--- src/hw/rtl/vrp_pkg.sv ---
// ----------------------------------------------------------------------------
// vrp_pkg
// shared types, constants and rounding helpers for the vertex rotate/project
// block
// ----------------------------------------------------------------------------
`default_nettype none

package vrp_pkg;

    localparam int COORD_W  = 16;
    localparam int SCREEN_W = 12;
    localparam int SCR_W    = 16;
    localparam int DIV_LAT  = 18;

    // angle constants, Q.13
    localparam logic signed [17:0] Q_PI      = 18'sd25736;
    localparam logic signed [17:0] Q_TWO_PI  = 18'sd51472;
    localparam logic signed [17:0] Q_HALF_PI = 18'sd12868;

    // parabola coefficients, scaled by 2^16
    localparam logic signed [47:0] K_FOUR_PI_S = 48'sd683565056; // 83443 * 8192
    localparam logic signed [47:0] K_FOUR_PI2  = 48'sd26561;
    localparam logic signed [47:0] K_CORR      = 48'sd14746;

    // configuration register indexes
    typedef logic [2:0] t_cfg_idx;
    localparam t_cfg_idx CFG_YAW    = 3'd0;
    localparam t_cfg_idx CFG_PITCH  = 3'd1;
    localparam t_cfg_idx CFG_DIST   = 3'd2;
    localparam t_cfg_idx CFG_WIDTH  = 3'd3;
    localparam t_cfg_idx CFG_HEIGHT = 3'd4;

    typedef enum logic {
        T_IDLE,
        T_RUN
    } t_trig_state;

    typedef struct packed {
        logic signed [15:0] vertex_x;
        logic signed [15:0] vertex_y;
        logic signed [15:0] vertex_z;
        logic               last_vertex;
    } t_vertex;

    typedef struct packed {
        logic signed [15:0] camera_x;
        logic signed [15:0] camera_y;
        logic signed [15:0] camera_z;
        logic signed [15:0] screen_x;
        logic signed [15:0] screen_y;
        logic               bad_depth;
        logic               last_out;
    } t_result;

    typedef struct packed {
        logic signed [15:0] sin_yaw;
        logic signed [15:0] cos_yaw;
        logic signed [15:0] sin_pitch;
        logic signed [15:0] cos_pitch;
    } t_trig;

    // round to nearest, halves away from zero, drop 13 bits
    function automatic logic signed [24:0] rnd13(input logic signed [37:0] v);
        logic [37:0] mag;
        logic [37:0] r;
        mag = v[37] ? 38'(-v) : 38'(v);
        r   = (mag + 38'd4096) >> 13;
        return v[37] ? -$signed(r[24:0]) : $signed(r[24:0]);
    endfunction

    // same rounding, drop 29 bits
    function automatic logic signed [19:0] rnd29(input logic signed [47:0] v);
        logic [47:0] mag;
        logic [47:0] r;
        mag = v[47] ? 48'(-v) : 48'(v);
        r   = (mag + 48'd268435456) >> 29;
        return v[47] ? -$signed(r[19:0]) : $signed(r[19:0]);
    endfunction

    function automatic logic signed [15:0] sat16(input logic signed [19:0] v);
        if (v > 20'sd32767) begin
            return 16'sh7fff;
        end else if (v < -20'sd32768) begin
            return 16'sh8000;
        end
        return v[15:0];
    endfunction

endpackage

`default_nettype wire

--- src/hw/rtl/vrp_div.sv ---
// ----------------------------------------------------------------------------
// vrp_div
// pipelined signed-by-positive divider, one quotient bit per stage,
// quotient truncated toward zero and saturated to 16 bits
// ----------------------------------------------------------------------------
`default_nettype none

module vrp_div
    import vrp_pkg::*;
(
    input  wire logic               i_clk,
    input  wire logic signed [39:0] i_num,
    input  wire logic        [25:0] i_den,
    output logic signed [15:0]      o_quot
);

    localparam int STEPS = 16;

    logic [41:0] r_rem [STEPS+1];
    logic [15:0] r_q   [STEPS+1];
    logic [41:0] r_den [STEPS+1];
    logic        r_neg [STEPS+1];
    logic        r_ovf [STEPS+1];
    logic signed [15:0] r_out;

    logic [41:0] in_mag;
    logic [41:0] in_den;

    assign in_mag = i_num[39] ? 42'($unsigned(-i_num)) : 42'($unsigned(i_num));
    assign in_den = 42'(i_den);

    always_ff @(posedge i_clk) begin
        r_rem[0] <= in_mag;
        r_q[0]   <= '0;
        r_den[0] <= in_den;
        r_neg[0] <= i_num[39];
        r_ovf[0] <= (in_mag >= (in_den << STEPS));
        for (int i = 0; i < STEPS; i++) begin
            if (r_rem[i] >= (r_den[i] << (STEPS - 1 - i))) begin
                r_rem[i+1] <= r_rem[i] - (r_den[i] << (STEPS - 1 - i));
                r_q[i+1]   <= {r_q[i][14:0], 1'b1};
            end else begin
                r_rem[i+1] <= r_rem[i];
                r_q[i+1]   <= {r_q[i][14:0], 1'b0};
            end
            r_den[i+1] <= r_den[i];
            r_neg[i+1] <= r_neg[i];
            r_ovf[i+1] <= r_ovf[i];
        end
        if (r_ovf[STEPS]) begin
            r_out <= r_neg[STEPS] ? 16'sh8000 : 16'sh7fff;
        end else if (!r_neg[STEPS]) begin
            r_out <= r_q[STEPS][15] ? 16'sh7fff : $signed(r_q[STEPS]);
        end else if (r_q[STEPS] > 16'd32768) begin
            r_out <= 16'sh8000;
        end else begin
            r_out <= -$signed(r_q[STEPS]);
        end
    end

    assign o_quot = r_out;

endmodule

`default_nettype wire

--- config.mk ---
export PLATFORM = sky130hd
export DESIGN_NAME = vrp_div
export DESIGN_NICKNAME = d
export VERILOG_FILES = /design/src/hw/rtl/vrp_pkg.sv /design/src/hw/rtl/vrp_div.sv
export SDC_FILE = /design/constraint.sdc
export NUM_CORES = 2
export LEC_CHECK = 0
export ABC_AREA = 1
export CAP_MARGIN = 5
export CORE_MARGIN = 3
export CORE_UTILIZATION = 50
export DETAILED_ROUTE_END_ITERATION = 7
export DONT_BUFFER_PORTS = 1
export PLACE_DENSITY = 0.64
export SYNTH_ARGS = -nofsm -noshare
export SYNTH_HDL_FRONTEND = slang
export SYNTH_SLANG_ARGS = --single-unit
export TNS_END_PERCENT = 10
--- constraint.sdc ---
create_clock -name i_clk -period 4.68 [get_ports i_clk]
set_input_delay 0.468 -clock i_clk [delete_from_list [all_inputs] [get_ports i_clk]]
set_output_delay 0.468 -clock i_clk [all_outputs]
set_load 0.03 [all_outputs]
==> results_dict.tcl <==
set metrics [dict create \
    status "finished, final reports clean" \
    setup_slack_ps 1320 \
    crit_path_max_fanout 4 \
    htree_levels 4 \
    p_leak_nw 37.3 \
    grtUsageMet2_pct 49.0 \
    vias_per_cell 5.30 \
    grt_first_pass_wirelength_um 338000 \
    syn_nets 10295 \
    cts_tree "done" \
    setup_viol 0 \
    syn2layout_area_growth_pct 10.2 \
    worstPathArrival_ps 4070 \
    use_met3_pct 4.82 \
    multiInputGateArea_sq_um 35600 \
    gr-usage-all-layers_pct 31.0 \
    die_area_sq_um 139000 \
    critPathSlowestCell "dlygate4sd3_1" \
    ir_worst_vdd_mv 0.423 \
    end_kind "flip-flop" \
    drt_wl_total_um 222000 \
    post_cts_buffers 0 \
    clk_path_buf_depth 3 \
    clkSlewWorstSetupHoldPaths_ps 60 \
    cts_inserted_buffers 138 \
    final-seq-area_sq_um 25500 \
    first_pass_iters 7 \
    hold_path_class "primary input to flip-flop" \
    layout.cells.non_filler 11759 \
    p_per_area_nw_per_um2 714 \
    hold_slack_ps 35.5 \
    busiest_layer "met2" \
    clock-sinks 1272 \
    portBuffers 0 \
    dp.cells 11440 \
    drcViolationCount 0 \
    postRouteAntennaNets 0 \
    reg2reg_depth 12 \
    rows 133 \
    n_fill_cell 13130 \
    wl_per_cell_um 18.9 \
    clock_latency_ps 790 \
    path_class "primary input to flip-flop" \
    grt_remaining_overflow 0 \
    reg2reg_slack_ps 1480 \
    fmax_ghz 0.297 \
    min_period_ps 3360 \
    post-route-period-util_pct 71.9 \
    synthArstFlopShare_pct 0 \
    tightest_slew_ps 974 \
    coreArea_sq_um 133000 \
    initial_core_util_pct 50.8 \
    layout_common_cells "nand2_1 (3185), inv_1 (1441), dfxtp_1 (1272), nor2_1 (950), nand3_1 (512)" \
    dpl.hpwl_um 184000 \
    reg2reg_from "r_rem[10][5]" \
    final_max_slew_viol_count 0 \
    rr_endpoint "r_rem[11][19]" \
    cpPeakStageDelay_ps 540 \
    vias 62314 \
    cp-start-kind "primary input" \
    finish.net_count 10418 \
    finalClockSkew_ps 26.9 \
    place_congestion 1.02 \
    syn_avg_cell_area_sq_um 6.89 \
    drtIter0Drc 5485 \
    setup_tns_ps 0 \
    crit_required_ps 5380 \
    cts_resized 0 \
    finalHoldViolations 0 \
    rsz0062_at_grt "no" \
    die_h_um 373 \
    hold_buffers 69 \
    synthDistinctLibCells 51 \
    grt_use_met1_pct 43.1 \
    grt_max_degree 51 \
    die_w_um 373 \
    synth_edf_count 0 \
    post-place-ws_ps 1090 \
    drive_gt1_share_pct 4.36 \
    synth_seq_cells 1272 \
    ys_warn_count 0 \
    crit_end "r_ovf[0][0]" \
    dominantRegCellSynth "dfxtp_1" \
    grt_pass1_vias 58461 \
    worstSetupStartpoint "i_num[1]" \
    syn_area_sq_um 67300 \
    root_buffer "clkbuf_16" \
    grt_antenna_before_repair 4 \
    critical-path-top-cell-by-count "nand2_1" \
    drv_cap 0 \
    io_pins 83 \
    ys_seq_area_share_pct 37.8 \
    synthCells 9771 \
    max-slew-margin-rel_pct 34.4 \
    layout.cells.most_common "nand2_1" \
]
==> area by class of cell <==
| cell class | count | area share (%) |
|---|---|---|
| multi-input cells | 6947 | 47.9 |
| flip-flops and latches | 1272 | 34.3 |
| inverters | 1458 | 7.39 |
| clock buffers | 181 | 5.19 |
| well taps | 1755 | 2.96 |
| clock inverters | 67 | 1.17 |
| repair buffers | 77 | 1.03 |
| diodes | 2 | 0.00675 |
==> cells by family after synthesis <==
logic type	share of synthesized area [%]
fa+ha+maj	8.66
xor+xnor	3.72
simple gates	31.6
buf+inv	9.34
compound gates	8.82
flops	37.8
==> per-layer routing <==
metal	wire [um]	part of all wire, %
met5	0	0
met4	7880	3.6
met3	15900	7.2
met2	96700	44
met1	101000	46
==> critical path, delay by kind of cell <==
kind	cells	cell delay, ps
AND/OR/NAND/NOR	18	2130
buffers and inverters	3	700
adder cells (fa/ha/maj)	2	500
AO/OA/AOI/OAI	1	160
XOR/XNOR	1	110
==> synthesized netlist by cell type (6+ instances only) <==
cell      number  area share, %
nor2_1       950            5.3
inv_2         12          0.067
o21bai_1      37           0.41
fa_1          15           0.45
o21a_1        11           0.12
a21o_1        18           0.20
xor2_1       152            2.0
o21ai_0      329            2.4
inv_1       1441            8.0
clkbuf_1       8          0.045
xnor2_1      134            1.7
or2_2         12           0.11
nand3b_1      84           0.94
nand3_2       14           0.21
a21boi_0       8          0.089
o21ai_2       59           0.77
nor2_2        21           0.20
dfxtp_1     1272             38
o211ai_1      11           0.12
nor3b_1        6          0.067
nand2_2       21           0.20
buf_6         49           0.82
a21oi_1      480            3.6
nand3_1      512            3.8
nand4_1      153            1.4
a31oi_1        7          0.065
nand2_1     3185             18
nand2_4        7           0.12
buf_2         26           0.19
and2_1        12           0.11
a21oi_2       41           0.53
and3_1        13           0.12
o21ai_1       55           0.41
nor4_1        28           0.26
buf_4         10           0.11
nor3_1       110           0.82
ha_1         442            8.2
==> through the flow <==
stage	utilization, %	power (mW)	cell area, sq um
after floorplan	-	33.5	67300
after global placement	51.9	41.1	68800
after detailed placement	51.9	41.2	68800
after CTS	55.9	52.7	74200
after global routing	55.9	56.8	74200
final	55.9	53.0	74200
==> worst min path at each step <==
stage                      startpoint            to  slack [ps]  depth (start not counted)
after floorplan           r_neg[0][9]  r_neg[0][10]         310                          0
final                        i_num[9]  r_rem[0][11]          40                          4
after CTS                   i_num[23]  r_rem[0][24]           5                          3
after global routing        i_num[32]  r_rem[0][33]          40                          3
after detailed placement  r_neg[0][5]   r_neg[0][6]         310                          0
after global placement    r_neg[0][2]   r_neg[0][3]         310                          0
==> sequential cells by signal, summed over array words and instances (netlist names) <==
name,flops
o_quot,16
r_neg,17
r_rem,670
r_ovf,17
r_q,136
r_den,416
==> power by group <==
part / total (mW) / leakage (nW) / internal (mW) / switching, mW
combinational: 25.2 / 24.3 / 8.42 / 16.8
clock: 11.3 / 2.31 / 6.64 / 4.64
sequential: 16.5 / 10.7 / 13.8 / 2.71
Note: power is estimated with default switching activity, not from simulation.
