--- config.mk ---
export PLATFORM = sky130hd
export DESIGN_NAME = vrp_trig
export DESIGN_NICKNAME = d
export VERILOG_FILES = /design/src/hw/rtl/vrp_pkg.sv /design/src/hw/rtl/vrp_trig.sv
export SDC_FILE = /design/constraint.sdc
export NUM_CORES = 2
export LEC_CHECK = 0
export BUFFER_PORTS_ARGS = -buffer_cell sky130_fd_sc_hd__buf_4
export CORE_MARGIN = 1.5
export CORE_UTILIZATION = 50
export DETAILED_ROUTE_END_ITERATION = 6
export GPL_TIMING_DRIVEN = 1
export PLACE_DENSITY = 0.73
export SLEW_MARGIN = 15
export SYNTH_ARGS = -nofsm -noshare
export SYNTH_HDL_FRONTEND = slang
export SYNTH_SLANG_ARGS = --single-unit
--- constraint.sdc ---
create_clock -name i_clk -period 23 [get_ports i_clk]
set_input_delay 5.75 -clock i_clk [delete_from_list [all_inputs] [get_ports i_clk]]
set_output_delay 5.75 -clock i_clk [all_outputs]
set_load 0.03 [all_outputs]
--- src/hw/rtl/vrp_pkg.sv ---
// ----------------------------------------------------------------------------
// vrp_pkg
// shared types, constants and rounding helpers for the vertex rotate/project
// block
// ----------------------------------------------------------------------------
`default_nettype none

package vrp_pkg;

    localparam int COORD_W  = 16;
    localparam int SCREEN_W = 12;
    localparam int SCR_W    = 16;
    localparam int DIV_LAT  = 18;

    // angle constants, Q.13
    localparam logic signed [17:0] Q_PI      = 18'sd25736;
    localparam logic signed [17:0] Q_TWO_PI  = 18'sd51472;
    localparam logic signed [17:0] Q_HALF_PI = 18'sd12868;

    // parabola coefficients, scaled by 2^16
    localparam logic signed [47:0] K_FOUR_PI_S = 48'sd683565056; // 83443 * 8192
    localparam logic signed [47:0] K_FOUR_PI2  = 48'sd26561;
    localparam logic signed [47:0] K_CORR      = 48'sd14746;

    // configuration register indexes
    typedef logic [2:0] t_cfg_idx;
    localparam t_cfg_idx CFG_YAW    = 3'd0;
    localparam t_cfg_idx CFG_PITCH  = 3'd1;
    localparam t_cfg_idx CFG_DIST   = 3'd2;
    localparam t_cfg_idx CFG_WIDTH  = 3'd3;
    localparam t_cfg_idx CFG_HEIGHT = 3'd4;

    typedef enum logic {
        T_IDLE,
        T_RUN
    } t_trig_state;

    typedef struct packed {
        logic signed [15:0] vertex_x;
        logic signed [15:0] vertex_y;
        logic signed [15:0] vertex_z;
        logic               last_vertex;
    } t_vertex;

    typedef struct packed {
        logic signed [15:0] camera_x;
        logic signed [15:0] camera_y;
        logic signed [15:0] camera_z;
        logic signed [15:0] screen_x;
        logic signed [15:0] screen_y;
        logic               bad_depth;
        logic               last_out;
    } t_result;

    typedef struct packed {
        logic signed [15:0] sin_yaw;
        logic signed [15:0] cos_yaw;
        logic signed [15:0] sin_pitch;
        logic signed [15:0] cos_pitch;
    } t_trig;

    // round to nearest, halves away from zero, drop 13 bits
    function automatic logic signed [24:0] rnd13(input logic signed [37:0] v);
        logic [37:0] mag;
        logic [37:0] r;
        mag = v[37] ? 38'(-v) : 38'(v);
        r   = (mag + 38'd4096) >> 13;
        return v[37] ? -$signed(r[24:0]) : $signed(r[24:0]);
    endfunction

    // same rounding, drop 29 bits
    function automatic logic signed [19:0] rnd29(input logic signed [47:0] v);
        logic [47:0] mag;
        logic [47:0] r;
        mag = v[47] ? 48'(-v) : 48'(v);
        r   = (mag + 48'd268435456) >> 29;
        return v[47] ? -$signed(r[19:0]) : $signed(r[19:0]);
    endfunction

    function automatic logic signed [15:0] sat16(input logic signed [19:0] v);
        if (v > 20'sd32767) begin
            return 16'sh7fff;
        end else if (v < -20'sd32768) begin
            return 16'sh8000;
        end
        return v[15:0];
    endfunction

endpackage

`default_nettype wire

--- src/hw/rtl/vrp_trig.sv ---
// ----------------------------------------------------------------------------
// vrp_trig
// sequential parabolic sine/cosine of yaw and pitch, one shared datapath
// ----------------------------------------------------------------------------
`default_nettype none

module vrp_trig
    import vrp_pkg::*;
(
    input  wire logic               i_clk,
    input  wire logic               i_rst_n,
    input  wire logic               i_restart,
    input  wire logic signed [15:0] i_yaw,
    input  wire logic signed [14:0] i_pitch,
    output t_trig                   o_trig,
    output logic                    o_busy
);

    t_trig_state r_state, n_state;
    logic [2:0]  r_step, n_step;
    logic [1:0]  r_idx, n_idx;

    logic signed [17:0] r_a;
    logic signed [47:0] r_m1;
    logic signed [31:0] r_m2;
    logic signed [47:0] r_m3;
    logic signed [15:0] r_par;
    logic signed [47:0] r_pp;
    logic signed [47:0] r_c;
    logic signed [15:0] r_sc [4];

    logic signed [17:0] raw_ang;
    logic signed [17:0] wrap1;
    logic signed [17:0] wrap2;
    logic signed [17:0] a_mag;
    logic signed [15:0] par_mag;
    logic signed [19:0] par_full;
    logic signed [19:0] corr_full;

    always_comb begin
        unique case (r_idx)
            2'd0:    raw_ang = 18'(i_yaw);
            2'd1:    raw_ang = 18'(i_yaw) + Q_HALF_PI;
            2'd2:    raw_ang = 18'(i_pitch);
            default: raw_ang = 18'(i_pitch) + Q_HALF_PI;
        endcase
        wrap1     = (raw_ang > Q_PI) ? raw_ang - Q_TWO_PI : raw_ang;
        wrap2     = (wrap1 < -Q_PI) ? wrap1 + Q_TWO_PI : wrap1;
        a_mag     = r_a[17] ? -r_a : r_a;
        par_mag   = r_par[15] ? -r_par : r_par;
        par_full  = rnd29(r_m1 - r_m3);
        corr_full = rnd29(r_c);
    end

    always_ff @(posedge i_clk) begin
        if (!i_rst_n) begin
            r_state <= T_RUN;
            r_step  <= '0;
            r_idx   <= '0;
        end else begin
            r_state <= n_state;
            r_step  <= n_step;
            r_idx   <= n_idx;
        end
    end

    always_comb begin
        n_state = r_state;
        n_step  = r_step;
        n_idx   = r_idx;
        unique case (r_state)
            T_IDLE: begin
                n_step = '0;
                n_idx  = '0;
            end
            T_RUN: begin
                if (r_step == 3'd6) begin
                    n_step = '0;
                    n_idx  = r_idx + 2'd1;
                    if (r_idx == 2'd3) begin
                        n_state = T_IDLE;
                    end
                end else begin
                    n_step = r_step + 3'd1;
                end
            end
            default: n_state = T_IDLE;
        endcase
        if (i_restart) begin
            n_state = T_RUN;
            n_step  = '0;
            n_idx   = '0;
        end
    end

    // one step of the sine evaluation per cycle
    always_ff @(posedge i_clk) begin
        if (r_state == T_RUN) begin
            case (r_step)
                3'd0: r_a <= wrap2;
                3'd1: begin
                    r_m1 <= 48'(r_a) * K_FOUR_PI_S;
                    r_m2 <= 32'(r_a * a_mag);
                end
                3'd2: r_m3 <= 48'(r_m2) * K_FOUR_PI2;
                3'd3: r_par <= par_full[15:0];
                3'd4: r_pp <= 48'(r_par) * 48'(par_mag) - (48'(r_par) <<< 13);
                3'd5: r_c <= r_pp * K_CORR;
                3'd6: r_sc[r_idx] <= r_par + corr_full[15:0];
                default: ;
            endcase
        end
    end

    assign o_trig.sin_yaw   = r_sc[0];
    assign o_trig.cos_yaw   = r_sc[1];
    assign o_trig.sin_pitch = r_sc[2];
    assign o_trig.cos_pitch = r_sc[3];
    assign o_busy           = (r_state == T_RUN);

endmodule

`default_nettype wire

==> impl_metrics.py <==
metrics = {
    "yosys": {
        "yosysWarnings": 0,
        "seq_area_frac_synth": 0.1448,
        "synth_edf_count": 290,
        "yosys_most_used_dff": "edfxtp_1",
        "syn_area_um2": 60980,
        "synth_cell_type_count": 98,
        "ys_async_sr_fraction": 0,
        "synth.ff_latch_count": 296,
        "syn_avg_cell_area_um2": 9.691,
        "synthesis.nets": 8124,
        "syn_inst": 6293,
    },
    "sta": {
        "maxSlewViolCount": 0,
        "finClkSkew_ns": 0.06204,
        "fmaxAchievable_mhz": 92.65,
        "worst_pin_slew_ns": 1.049,
        "period_share": 0.4693,
        "finalHoldViolations": 0,
        "max-slew-margin-rel": 0.2973,
        "rsz0062_at_grt": "no",
        "final-setup-viol-count": 0,
        "min_period_ns": 10.79,
        "fin_tns_setup_ns": 0,
    },
    "final_layout": {
        "layout.nets": 8173,
        "nFillCells": 10630,
        "fin_util": 0.5391,
        "area_growth_pct": 6.475,
        "drive_above_1_share": 0.04615,
        "stdcell_area_um2": 64930,
    },
    "grt": {
        "grtUsageMet3": 0.03488,
        "busiest_layer": "met2",
        "gr-usage-met1": 0.2834,
        "antenna_found_initial": 4,
        "grt_util_met2": 0.4102,
        "grt_max_degree": 70,
        "grt_pass1_wl_um": 229900,
        "grt_pass1_vias": 45270,
        "grt_overflow_total": 0,
        "grt_usage": 0.2298,
    },
    "floorplan": {
        "die_h_um": 352.2,
        "core_area_um2": 120400,
        "fp-row-count": 127,
        "start_util": 0.5063,
        "pin_count": 99,
        "die-area_um2": 124100,
        "fp.dieW_um": 352.2,
    },
    "cts": {
        "cts.clk_slew.worst_paths_ns": 0.05,
        "numCtsBuffers": 37,
        "numClockSinks": 296,
        "insertion_delay_ns": 0.64,
        "cts_tree": "done",
        "post-cts-setup-buffers": 0,
        "postCtsHoldBufs": 0,
        "clockRootBuffer": "clkbuf_16",
        "clockBufferDepth": 3,
        "htree_levels": 2,
        "postCtsResizedCells": 0,
    },
    "critical_path": {
        "critPathKind": "in2reg",
        "worstPathCellList": "buf_4, ha_1, xnor2_1, o21ai_0, nor2_1, a21oi_1, inv_1, ha_1, inv_1, a211oi_1, nand4_1, a221oi_1, o211ai_1, a211oi_1, o32ai_1, and2_1, mux2i_1, ha_1, inv_1, o311ai_0, a311oi_1, o2bb2ai_1, a21boi_1, mux2_2",
        "worstPathRequired_ns": 23.37,
        "worstSetupStartpointType": "input pin",
        "worstReg2RegStart": "r_par[0]",
        "critPathCaptureType": "flop",
        "r2r_cells": 29,
        "arrival_ns": 11.17,
        "cp_slowest_stage_delay_ns": 0.66,
        "timing.critical_path.depth": 24,
        "startpoint": "i_yaw[2]",
        "crit_path_max_fanout": 13,
        "path_delay_family": "compound AO/OA/AOI/OAI gates",
        "cp.buffers_inverters": 4,
        "cpMaxStageDelayCell": "a21boi_1",
    },
    "detailed_routing": {
        "drt_iter0_drc": 2425,
        "avgRoutedWirePerCell_um": 17.60,
        "drt_pass1_iterations": 5,
        "route.vias.total": 42980,
        "routed_via_density": 5.383,
        "remaining_drc_errors": 0,
        "wl_um": 140500,
        "ant_nets": 0,
    },
    "placement": {
        "place.gp.congestion": 0.9371,
        "hpwl_um": 118600,
        "placed_cell_area_um2": 63630,
        "io_buffers": 98,
    },
    "run": {
        "drv_cap": 0,
    },
    "run_status": {
        "outcome": "finished, final reports clean",
    },
    "hold_path": {
        "min_from": "r_step[0]",
        "hold_depth": 1,
        "min_path_type": "reg2reg",
    },
}
==> synthesized netlist by cell type (11+ instances only) <==
master / count / share of area
o2111ai_1: 15 / 0.0022
nor4_1: 24 / 0.0025
o21a_1: 30 / 0.0037
a21oi_1: 180 / 0.015
o21bai_1: 34 / 0.0042
mux2i_1: 18 / 0.0030
ha_1: 707 / 0.15
o31ai_1: 22 / 0.0027
mux2_2: 12 / 0.0022
a21o_1: 65 / 0.0080
and2_1: 142 / 0.015
o41ai_1: 13 / 0.0019
o211ai_1: 22 / 0.0027
clkbuf_1: 132 / 0.0081
a211oi_1: 24 / 0.0030
or2_2: 25 / 0.0026
nor2b_1: 41 / 0.0042
o21ai_0: 154 / 0.013
or3_1: 29 / 0.0030
a22oi_1: 12 / 0.0015
a31oi_1: 31 / 0.0032
xor2_1: 88 / 0.013
xnor2_1: 284 / 0.041
nor3_1: 80 / 0.0066
nand4_1: 23 / 0.0024
inv_1: 1458 / 0.090
fa_1: 1090 / 0.36
edfxtp_1: 290 / 0.14
nand3b_1: 11 / 0.0014
and3_1: 37 / 0.0038
nand2b_1: 48 / 0.0049
nand3_1: 85 / 0.0070
nand2_1: 502 / 0.031
a21boi_0: 12 / 0.0015
a31o_2: 12 / 0.0017
nor2_1: 351 / 0.022
==> cell usage in the layout (no fill, tap or decap), types with 22 or more instances in the layout <==
master     instances
inv_1           1458
fa_1            1090
ha_1             707
nand2_1          502
nor2_1           351
edfxtp_1         290
xnor2_1          282
a21oi_1          180
buf_4            155
o21ai_0          154
and2_1           139
xor2_1            88
nand3_1           85
nor3_1            80
a21o_1            65
nand2b_1          48
nor2b_1           41
clkbuf_16         37
and3_1            36
o21bai_1          34
a31oi_1           31
o21a_1            30
or3_1             29
or2_2             25
nor4_1            24
a211oi_1          24
nand4_1           23
o31ai_1           22
o211ai_1          22
==> per-stage QoR <==
step | hold slack, ns | setup slack (ns) | instances
global placement | 0.4517 | 11.54 | 7915
finish | 0.4791 | 12.21 | 7983
CTS | 0.4827 | 12.17 | 7982
floorplan | 0.4332 | 12.56 | 6293
detailed placement | 0.4683 | 11.51 | 7915
global route | 0.5334 | 11.72 | 7982
==> registers in the layout, indices dropped and copies added, names as in the netlist, 2 cells and up <==
register / flops
r_step: 3
r_m3: 48
r_c: 45
r_m1: 34
r_a: 18
r_sc: 64
r_idx: 2
r_pp: 33
r_m2: 32
r_par: 16
==> kinds of logic after synthesis <==
family	count (synthesis)	synth area share
compound gates	750	0.08312
xor+xnor	372	0.05343
fa+ha+maj	1798	0.5030
buf+inv	1608	0.09914
flops	296	0.1448
mux	30	0.005170
other cells	1	0.00006149
simple gates	1438	0.1113
==> final timing paths <==
| check | slack, ns | end |
|---|---|---|
| worst min-delay path | 0.48 | r_step[0] |
| worst max-delay path | 12.21 | r_a[5] |
| worst max register to register | 13.48 | r_pp[46] |
| worst min register to register | 0.48 | r_step[0] |
==> layout make-up <==
type / instances / area [µm²] / area share
antenna: 1 / 2.502 / 0.00003854
clock buffer: 41 / 940.9 / 0.01449
clock inverter: 26 / 356.6 / 0.005492
inverter: 1463 / 5492 / 0.08457
multi-input combinational: 4389 / 46130 / 0.7105
sequential: 296 / 8828 / 0.1360
tap: 1612 / 2017 / 0.03106
timing repair buffer: 155 / 1164 / 0.01792
==> per-layer routing <==
layer  vias to the layer above  share of wire
met5                         -        0.00019
met4                         4          0.034
met3                       266          0.056
met2                      1105           0.50
met1                     21550           0.41
li1                      20050              -
==> worst reg2reg max path: cells and delay by family, from the launching register on <==
family                   cells  cell delay (ns)
buffers and inverters        4             0.81
flip-flops                   1             0.80
AND/OR/NAND/NOR              3             0.41
XOR/XNOR                     2             0.66
adder cells (fa/ha/maj)      8             3.44
AO/OA/AOI/OAI               12             3.18
Power is not shown: default switching activity piles up to over one toggle a cycle in this logic, so the estimate is an artifact.
